$ cat config.mk
export PLATFORM = sky130hd
export DESIGN_NAME = led_frame_stream_parser_core_flat
export DESIGN_NICKNAME = d
export VERILOG_FILES = /design/src/rtl/lfsp_pkg.sv /design/src/rtl/lfsp_if.sv /design/src/rtl/lfsp_cfg.sv /design/src/rtl/lfsp_parser.sv /design/src/rtl/led_frame_stream_parser_core.sv /design/src/flat_wrapper.sv
export SDC_FILE = /design/constraint.sdc
export NUM_CORES = 1
export LEC_CHECK = 0
export BUFFER_PORTS_ARGS = -buffer_cell sky130_fd_sc_hd__buf_2
export CELL_PAD_IN_SITES_DETAIL_PLACEMENT = 1
export CELL_PAD_IN_SITES_GLOBAL_PLACEMENT = 2
export CORE_MARGIN = 2
export CORE_UTILIZATION = 34
export CTS_CLUSTER_SIZE = 12
export DETAILED_ROUTE_END_ITERATION = 16
export GPL_ROUTABILITY_DRIVEN = 0
export PLACE_DENSITY = 0.88
export REMOVE_ABC_BUFFERS = 1
export SYNTH_ARGS = -nofsm -noshare
export SYNTH_HDL_FRONTEND = slang
export SYNTH_SLANG_ARGS = --single-unit
$ cat constraint.sdc
create_clock -name clk -period 4.18 [get_ports clk]
set_input_delay 0.627 -clock clk [delete_from_list [all_inputs] [get_ports clk]]
set_output_delay 0.627 -clock clk [all_outputs]
set_load 0.1 [all_outputs]
$ cat src/rtl/lfsp_pkg.sv
// ---------------------------------------------------------------------------
// lfsp_pkg
// Shared widths, protocol constants and register map of the LED frame
// stream parser.
// ---------------------------------------------------------------------------
package lfsp_pkg;

  // Payload widths
  localparam int BYTE_W      = 8;
  localparam int INDEX_W     = 12;
  localparam int LEFT_W      = 18;
  localparam int LED_COUNT_W = 11;

  // APB port
  localparam int PADDR_W = 3;
  localparam int PDATA_W = 32;

  // Register map: register index is paddr[PADDR_W-1:2]
  localparam logic [PADDR_W-3:0] REG_LED_COUNT = 1'b0;

  // Reset and default values
  localparam logic [LED_COUNT_W-1:0] LED_COUNT_RESET  = 11'd1024;
  localparam int unsigned            MAX_LEDS_DEFAULT = 1024;

  // Frame header bytes
  localparam logic [BYTE_W-1:0] MAGIC_0   = 8'h41;  // 'A'
  localparam logic [BYTE_W-1:0] MAGIC_1   = 8'h64;  // 'd'
  localparam logic [BYTE_W-1:0] MAGIC_2   = 8'h61;  // 'a'
  localparam logic [BYTE_W-1:0] CHECK_XOR = 8'h55;

  // Largest frame store bound, keeps the store index from wrapping
  localparam logic [INDEX_W-1:0] BOUND_CAP = 12'hFFF;

  // One result item
  typedef struct packed {
    logic               write_valid;
    logic [INDEX_W-1:0] write_index;
    logic [BYTE_W-1:0]  write_value;
    logic               clear_frame;
    logic               latch;
  } result_t;

endpackage

$ cat src/rtl/lfsp_if.sv
// ---------------------------------------------------------------------------
// lfsp_if
// Valid/ready channels of the LED frame stream parser: one for received
// serial bytes, one for frame store commands.
// ---------------------------------------------------------------------------
interface lfsp_byte_if import lfsp_pkg::*; ();
  logic              valid;
  logic              ready;
  logic [BYTE_W-1:0] data_byte;

  modport source (output valid, output data_byte, input ready);
  modport sink   (input valid, input data_byte, output ready);
endinterface

interface lfsp_result_if import lfsp_pkg::*; ();
  logic               valid;
  logic               ready;
  logic               write_valid;
  logic [INDEX_W-1:0] write_index;
  logic [BYTE_W-1:0]  write_value;
  logic               clear_frame;
  logic               latch;

  modport source (output valid, output write_valid, output write_index,
                  output write_value, output clear_frame, output latch,
                  input ready);
  modport sink   (input valid, input write_valid, input write_index,
                  input write_value, input clear_frame, input latch,
                  output ready);
endinterface

$ cat src/rtl/lfsp_cfg.sv
// ---------------------------------------------------------------------------
// lfsp_cfg
// APB register block: holds led_count and the derived frame store bound
// 3*min(led_count, MAX_LEDS), capped at the largest store index.
// ---------------------------------------------------------------------------
module lfsp_cfg import lfsp_pkg::*; #(
  parameter int unsigned MAX_LEDS = MAX_LEDS_DEFAULT
) (
  input  logic               clk,
  input  logic               rst,
  input  logic               psel,
  input  logic               penable,
  input  logic               pwrite,
  input  logic [PADDR_W-1:0] paddr,
  input  logic [PDATA_W-1:0] pwdata,
  output logic [PDATA_W-1:0] prdata,
  output logic               pready,
  output logic [INDEX_W-1:0] bound
);

  // LED limit seen through the 11-bit register
  localparam int unsigned CountMax = (1 << LED_COUNT_W) - 1;
  localparam int unsigned LedLimitInt = (MAX_LEDS > CountMax) ? CountMax : MAX_LEDS;
  localparam logic [LED_COUNT_W-1:0] LedLimit = LED_COUNT_W'(LedLimitInt);

  logic [LED_COUNT_W-1:0] led_count;
  logic                   wr_en;
  logic                   sel_led_count;

  // Store bound for a given LED count
  function automatic logic [INDEX_W-1:0] bound_of(input logic [LED_COUNT_W-1:0] cnt);
    logic [LED_COUNT_W-1:0] n;
    logic [LED_COUNT_W+1:0] b;
    n = (cnt > LedLimit) ? LedLimit : cnt;
    b = {1'b0, n, 1'b0} + {2'b00, n};
    if (b > {{(LED_COUNT_W+2-INDEX_W){1'b0}}, BOUND_CAP}) begin
      return BOUND_CAP;
    end
    return b[INDEX_W-1:0];
  endfunction

  assign pready        = 1'b1;
  assign sel_led_count = (paddr[PADDR_W-1:2] == REG_LED_COUNT);
  assign wr_en         = psel && penable && pwrite && pready;

  // Write led_count and refresh the bound
  always_ff @(posedge clk) begin
    if (rst) begin
      led_count <= LED_COUNT_RESET;
      bound     <= bound_of(LED_COUNT_RESET);
    end else if (wr_en && sel_led_count) begin
      led_count <= pwdata[LED_COUNT_W-1:0];
      bound     <= bound_of(pwdata[LED_COUNT_W-1:0]);
    end
  end

  // Read back
  always_comb begin
    prdata = '0;
    if (sel_led_count) begin
      prdata = {{(PDATA_W-LED_COUNT_W){1'b0}}, led_count};
    end
  end

endmodule

$ cat src/rtl/lfsp_parser.sv
// ---------------------------------------------------------------------------
// lfsp_parser
// Header search, count capture, checksum check and data phase. Each
// accepted byte is parsed combinationally into a result register.
// ---------------------------------------------------------------------------
module lfsp_parser import lfsp_pkg::*; (
  input  logic               clk,
  input  logic               rst,
  input  logic [INDEX_W-1:0] bound,
  lfsp_byte_if.sink          serial,
  lfsp_result_if.source      cmd
);

  typedef enum logic [2:0] {
    H_MAGIC0,
    H_MAGIC1,
    H_MAGIC2,
    H_COUNT_HI,
    H_COUNT_LO,
    H_CHECK
  } hdr_t;

  hdr_t               hdr, hdr_next;
  logic [BYTE_W-1:0]  count_high, count_high_next;
  logic [BYTE_W-1:0]  count_low, count_low_next;
  logic               in_data, in_data_next;
  logic [LEFT_W-1:0]  bytes_left, bytes_left_next;
  logic [INDEX_W-1:0] store_index, store_index_next;
  result_t            res, res_next;
  logic               res_valid;
  logic               accept;
  logic [BYTE_W-1:0]  b;
  logic [LEFT_W-2:0]  frame_leds;

  assign b            = serial.data_byte;
  assign serial.ready = !res_valid || cmd.ready;
  assign accept       = serial.valid && serial.ready;

  // LEDs announced by the header: count + 1
  assign frame_leds = {1'b0, count_high, count_low} + (LEFT_W-1)'(1);

  // Parse one byte
  always_comb begin
    hdr_next         = hdr;
    count_high_next  = count_high;
    count_low_next   = count_low;
    in_data_next     = in_data;
    bytes_left_next  = bytes_left;
    store_index_next = store_index;
    res_next         = '0;
    if (in_data) begin
      if (store_index < bound) begin
        res_next.write_valid = 1'b1;
        res_next.write_index = store_index;
        res_next.write_value = b;
        store_index_next     = store_index + INDEX_W'(1);
      end
      bytes_left_next = bytes_left - LEFT_W'(1);
      if (bytes_left_next == '0) begin
        res_next.latch = 1'b1;
        in_data_next   = 1'b0;
      end
    end else begin
      unique case (hdr)
        H_MAGIC0:   hdr_next = (b == MAGIC_0) ? H_MAGIC1 : H_MAGIC0;
        H_MAGIC1:   hdr_next = (b == MAGIC_1) ? H_MAGIC2 : H_MAGIC0;
        H_MAGIC2:   hdr_next = (b == MAGIC_2) ? H_COUNT_HI : H_MAGIC0;
        H_COUNT_HI: begin
          count_high_next = b;
          hdr_next        = H_COUNT_LO;
        end
        H_COUNT_LO: begin
          count_low_next = b;
          hdr_next       = H_CHECK;
        end
        H_CHECK: begin
          // Good checksum arms 3*(count+1) data bytes
          if (b == (count_high ^ count_low ^ CHECK_XOR)) begin
            bytes_left_next      = {1'b0, frame_leds} + {frame_leds, 1'b0};
            store_index_next     = '0;
            in_data_next         = 1'b1;
            res_next.clear_frame = 1'b1;
          end
          hdr_next = H_MAGIC0;
        end
        default:    hdr_next = H_MAGIC0;
      endcase
    end
  end

  // Hold parser state and the result item
  always_ff @(posedge clk) begin
    if (rst) begin
      hdr         <= H_MAGIC0;
      count_high  <= '0;
      count_low   <= '0;
      in_data     <= 1'b0;
      bytes_left  <= '0;
      store_index <= '0;
      res_valid   <= 1'b0;
    end else begin
      if (accept) begin
        hdr         <= hdr_next;
        count_high  <= count_high_next;
        count_low   <= count_low_next;
        in_data     <= in_data_next;
        bytes_left  <= bytes_left_next;
        store_index <= store_index_next;
        res_valid   <= 1'b1;
      end else if (cmd.ready) begin
        res_valid <= 1'b0;
      end
    end
  end

  always_ff @(posedge clk) begin
    if (accept) begin
      res <= res_next;
    end
  end

  assign cmd.valid       = res_valid;
  assign cmd.write_valid = res.write_valid;
  assign cmd.write_index = res.write_index;
  assign cmd.write_value = res.write_value;
  assign cmd.clear_frame = res.clear_frame;
  assign cmd.latch       = res.latch;

`ifndef SYNTHESIS
  // Clear comes alone: never with a write or a latch
  a_clear_alone: assert property (@(posedge clk) disable iff (rst)
    res_valid |-> !(res.clear_frame && (res.write_valid || res.latch)))
    else $error("clear_frame issued together with write or latch");

  // Data phase ends only with a latch item
  a_data_end_latch: assert property (@(posedge clk) disable iff (rst)
    ($past(!rst) && $fell(in_data)) |-> (res_valid && res.latch))
    else $error("data phase left without latch");

  // Data phase starts only with a clear item and a fresh index
  a_data_start_clear: assert property (@(posedge clk) disable iff (rst)
    ($past(!rst) && $rose(in_data)) |->
      (res_valid && res.clear_frame && store_index == '0 && bytes_left != '0))
    else $error("data phase entered without clear");

  // Header position stays at the first magic slot during the data phase
  a_hdr_range: assert property (@(posedge clk) disable iff (rst)
    (hdr == H_MAGIC0 || hdr == H_MAGIC1 || hdr == H_MAGIC2 ||
     hdr == H_COUNT_HI || hdr == H_COUNT_LO || hdr == H_CHECK) |=>
      !(in_data && hdr != H_MAGIC0))
    else $error("header position moved during data phase");
`endif

endmodule

$ cat src/rtl/led_frame_stream_parser_core.sv
// ---------------------------------------------------------------------------
// led_frame_stream_parser_core
// Parses a framed serial LED stream into frame store writes, clear and
// latch commands, with an APB register for the strip length.
// ---------------------------------------------------------------------------
//
//   channel  dir  handshake      payload
//   -------  ---  -------------  ---------------------------------------------
//   serial   in   valid/ready    data_byte
//   cmd      out  valid/ready    write_valid, write_index, write_value,
//                                clear_frame, latch
//   apb      in   psel/penable   led_count at byte address 0
//
// One byte per cycle unless a held item stalls input: each byte is parsed in the
// cycle it is accepted and its item sits in the result register from the next cycle.
// A held result item stalls input only while cmd.ready is low.
// Synchronous reset returns to header search with led_count = 1024.
// Write led_count only while no item is in flight.
//
module led_frame_stream_parser_core import lfsp_pkg::*; #(
  parameter int unsigned MAX_LEDS = MAX_LEDS_DEFAULT
) (
  input  logic               clk,
  input  logic               rst,
  lfsp_byte_if.sink          serial,
  lfsp_result_if.source      cmd,
  input  logic               psel,
  input  logic               penable,
  input  logic               pwrite,
  input  logic [PADDR_W-1:0] paddr,
  input  logic [PDATA_W-1:0] pwdata,
  output logic [PDATA_W-1:0] prdata,
  output logic               pready
);

  logic [INDEX_W-1:0] bound;

  // Register block
  lfsp_cfg #(
    .MAX_LEDS (MAX_LEDS)
  ) u_cfg (
    .clk     (clk),
    .rst     (rst),
    .psel    (psel),
    .penable (penable),
    .pwrite  (pwrite),
    .paddr   (paddr),
    .pwdata  (pwdata),
    .prdata  (prdata),
    .pready  (pready),
    .bound   (bound)
  );

  // Stream parser
  lfsp_parser u_parser (
    .clk    (clk),
    .rst    (rst),
    .bound  (bound),
    .serial (serial),
    .cmd    (cmd)
  );

endmodule
$ cat src/flat_wrapper.sv
// flat-port wrapper written by rule: the top's interface ports become plain ports
module led_frame_stream_parser_core_flat import lfsp_pkg::*;
#(
  parameter int unsigned MAX_LEDS = MAX_LEDS_DEFAULT
)
  (clk, rst, psel, penable, pwrite, paddr, pwdata, prdata, pready, serial_valid, serial_data_byte, serial_ready, cmd_valid, cmd_write_valid, cmd_write_index, cmd_write_value, cmd_clear_frame, cmd_latch, cmd_ready);
  lfsp_byte_if serial_i ();
  lfsp_result_if cmd_i ();
  input  logic clk;
  input  logic rst;
  input  logic psel;
  input  logic penable;
  input  logic pwrite;
  input  logic [PADDR_W-1:0] paddr;
  input  logic [PDATA_W-1:0] pwdata;
  output logic [PDATA_W-1:0] prdata;
  output logic pready;
  input wire logic [$bits(serial_i.valid)-1:0] serial_valid;
  input wire logic [$bits(serial_i.data_byte)-1:0] serial_data_byte;
  output wire logic [$bits(serial_i.ready)-1:0] serial_ready;
  output wire logic [$bits(cmd_i.valid)-1:0] cmd_valid;
  output wire logic [$bits(cmd_i.write_valid)-1:0] cmd_write_valid;
  output wire logic [$bits(cmd_i.write_index)-1:0] cmd_write_index;
  output wire logic [$bits(cmd_i.write_value)-1:0] cmd_write_value;
  output wire logic [$bits(cmd_i.clear_frame)-1:0] cmd_clear_frame;
  output wire logic [$bits(cmd_i.latch)-1:0] cmd_latch;
  input wire logic [$bits(cmd_i.ready)-1:0] cmd_ready;
  assign serial_i.valid = serial_valid;
  assign serial_i.data_byte = serial_data_byte;
  assign serial_ready = serial_i.ready;
  assign cmd_valid = cmd_i.valid;
  assign cmd_write_valid = cmd_i.write_valid;
  assign cmd_write_index = cmd_i.write_index;
  assign cmd_write_value = cmd_i.write_value;
  assign cmd_clear_frame = cmd_i.clear_frame;
  assign cmd_latch = cmd_i.latch;
  assign cmd_i.ready = cmd_ready;
  led_frame_stream_parser_core #(.MAX_LEDS(MAX_LEDS)) u_core (.clk(clk), .rst(rst), .serial(serial_i), .cmd(cmd_i), .psel(psel), .penable(penable), .pwrite(pwrite), .paddr(paddr), .pwdata(pwdata), .prdata(prdata), .pready(pready));
endmodule
==> run summary <==
Status -> finished, final reports clean
Synth async-reset ratio -> 0
Chip width -> 142 µm
Top delay family on crit path -> compound AO/OA/AOI/OAI gates
Unrepaired setup endpoints after global routing -> no
RR Startpoint -> u_core.u_parser.count_low[1]
Post-synth top area cell -> dfxtp_1
Layout cells sized above 1 -> 0.122
Final Hold Viols -> 0
Maximum VDD drop -> 0.207 mV
Actual slew at the worst max-slew pin -> 1.01 ns
CTS resizes -> 0
Tmin final -> 3.70 ns
Crit-path max cell delay -> 0.43 ns
Setup Viol. Count Final -> 0
WHS -> 0.452 ns
CTS sink cnt -> 97
Dpl hpwl -> 12200 µm
Vias/cell -> 5.29
Synth warnings -> 0
First-pass GRT wire length -> 27600 µm
Layout overhead on the synthesized area -> 11.0%
Worst-path fanout max -> 6
Hold-fix buffers, CTS -> 0
Critical path arrival -> 3.96 ns
DRC violations left -> 0
Area occupied by multi-input gates -> 3950 µm²
Initial antenna violation count -> 0
Drt initial violations -> 321
Main synth FF type -> dfxtp_1
Num CTS Buffers -> 9
Avg Cell Area, Syn -> 8.36 µm²
Slowest cell on the critical path -> dfxtp_1
Power Dens Cells -> 302 nW/µm²
DIE AREA -> 20300 µm²
Critical path class -> register to register
Post-CTS Setup Bufs -> 0
Initial core utilization -> 0.347
Antenna diodes -> 0
Cells along the critical path -> ha_1, nand3_1, nor2_1, nand3_1, nor2_1, xor2_1, ha_1, or2_2, a21o_1, a31o_2, a41oi_1, o21ai_0, xor2_1, o21a_1
Library cells used by synthesis -> 65
Hold Crit Class -> register to register
# fillers -> 2265
Max_slew headroom -> 0.328
CP Depth -> 14
FMAX -> 270 MHz
CTS H-tree depth -> 3
Worst reg2reg path depth -> 14
Core area -> 18800 µm²
Total negative setup slack -> 0 ns
Top cells by area, synth -> dfxtp_1 (23%), edfxtp_1 (11%), ha_1 (7.1%), nand2_1 (4.3%), nor2_1 (4.3%)
Max Cap Viol -> 0
FP Rows -> 50
Clock root cell -> clkbuf_16
Worst EP required -> 4.45 ns
Commonest cells in the netlist -> nand2_1 (75), nor2_1 (75), dfxtp_1 (74)
CTS tree -> built
R2R Setup Slk -> 0.48 ns
CP startpoint -> u_core.u_parser.count_low[1]
WL per Instance -> 15.9 µm
Syn Inst Count -> 778
End point of the critical path -> u_core.u_parser.bytes_left[16]
Synth Register Bits -> 97
Die height -> 142 µm
Layout Nets -> 904
Register area -> 2170 µm²
Input/output buffers -> 62
Crit share post-route -> 0.884
Final Max Slew Viols -> 0
Share of the synthesized area in the top cell type -> 0.228
Post-synth EDFFs -> 23
Worst-skew pair later-pin latency -> 0.36 ns
DR vias -> 5584
GRT Overall Usage -> 0.171
I/O pin cnt -> 108
Static Leakage -> 3.00 nW
Synthesized cell area -> 6500 µm²
Antenna Nets Post-Route -> 0
Crit end category -> register
Bufs and invs on worst path -> 0
Grt total ovfl -> 0
DRT Wirelength -> 16800 µm
Vias in the first global route -> 5482
Clk buf depth -> 2
Pre-Repair DR Iteration Count -> 4
Reg clk slew, reported paths -> 0.08 ns
Sequential share of the synthesized area -> 0.334
Largest net degree at the start of global routing -> 66
Reg2reg end -> u_core.u_parser.bytes_left[16]
CP startpoint kind -> register
Overall power -> 2.18 mW
Skew final -> 0.00986 ns
-- registers in the layout, indices dropped and copies added (netlist names), 8 cells and up --
signal and count:
u_core.u_cfg.bound 12, u_core.u_cfg.led_count 11, u_core.u_parser.bytes_left 18, u_core.u_parser.cmd.write_index 12, u_core.u_parser.cmd.write_value 8, u_core.u_parser.count_high 8
u_core.u_parser.count_low 8, u_core.u_parser.store_index 12
-- worst register-to-register path, stage by stage (launching register included) --
cell and delay, ns:
dfxtp_1 0.43, ha_1 0.22, nand3_1 0.12, nor2_1 0.20
nand3_1 0.18, nor2_1 0.17, xor2_1 0.21, ha_1 0.32
or2_2 0.32, a21o_1 0.22, a31o_2 0.23, a41oi_1 0.42
o21ai_0 0.21, xor2_1 0.18, o21a_1 0.17
-- final cells by class --
type / instances / area share
Timing Repair Buffer: 71 / 0.0523
Tap cell: 234 / 0.0405
Multi-Input combinational cell: 603 / 0.547
Inverter: 34 / 0.0177
Clock buffer: 9 / 0.0312
Clock inverter: 7 / 0.0109
Sequential cell: 97 / 0.301
-- logic make-up (layout without fill, tap and decap cells) --
kind of cell	Yosys count	count (layout)	synth area share
other	2	22	0.00115
adders and majority gates	40	40	0.0773
xor gates and xnor gates	46	46	0.0752
and+or+nand+nor	315	315	0.250
AOI/OAI and AO/OA	158	158	0.158
muxes	22	22	0.0339
DFF	97	97	0.334
buffers and inverters	98	121	0.0706
-- worst min path at each step --
| stage | from | end | slack, ns | cells after the start |
|---|---|---|---|---|
| floorplan | u_core.u_cfg.led_count[0] | u_core.u_cfg.led_count[0] | 0.43 | 2 |
| global placement | u_core.u_cfg.led_count[3] | u_core.u_cfg.led_count[3] | 0.44 | 2 |
| detailed placement | u_core.u_cfg.led_count[5] | u_core.u_cfg.led_count[5] | 0.44 | 2 |
| CTS | u_core.u_cfg.led_count[5] | u_core.u_cfg.led_count[5] | 0.45 | 2 |
| global route | u_core.u_cfg.led_count[3] | u_core.u_cfg.led_count[3] | 0.47 | 2 |
| finish | u_core.u_cfg.led_count[3] | u_core.u_cfg.led_count[3] | 0.45 | 2 |
-- placed cells by master, fill, tap and decap left out, types with 6 or more instances in the layout --
master     count
buf_4          9
a221oi_1      10
nor2_1        75
buf_2         62
a211oi_1      13
nand2_1       75
nor2b_1       38
mux2i_1       22
o31ai_1        6
o21ai_0       31
conb_1        22
nor3_1        22
nand3_1       26
nand2b_1       8
nand4_1        9
dfxtp_1       74
a21o_1        11
xnor2_1       26
a31oi_1        8
and3_1         7
xor2_1        14
a21oi_1       46
ha_1          37
or3_1         12
clkbuf_16      9
inv_1         34
edfxtp_1      23
-- report_power, final --
| group | leakage, nW | internal (mW) | switching [mW] | total, mW |
|---|---|---|---|---|
| Sequential | 0.828 | 0.975 | 0.00583 | 0.981 |
| Combinational | 2.02 | 0.0621 | 0.281 | 0.343 |
| Clock | 0.148 | 0.426 | 0.427 | 0.853 |
-- layer usage --
| metal | global-route usage | wire [µm] | vias up |
|---|---|---|---|
| li1 | - | - | 2794 |
| met1 | 0.228 | 8080 | 2696 |
| met2 | 0.285 | 7890 | 84 |
| met3 | 0.0320 | 615 | 10 |
| met4 | 0.0438 | 193 | 0 |
| met5 | 0 | 0 | - |
-- through the flow --
step                      utilization  worst slack (ns)  std cells  cell area, µm²
final                           0.385             0.483       1055            7220
after detailed placement        0.369             0.460       1039            6920
after CTS                       0.385             0.446       1055            7220
after global routing            0.385            0.0118       1055            7220
after floorplan                     -             0.630        734            6250
after global placement          0.369             0.523       1039            6920
(Power assumes the default switching activity.)
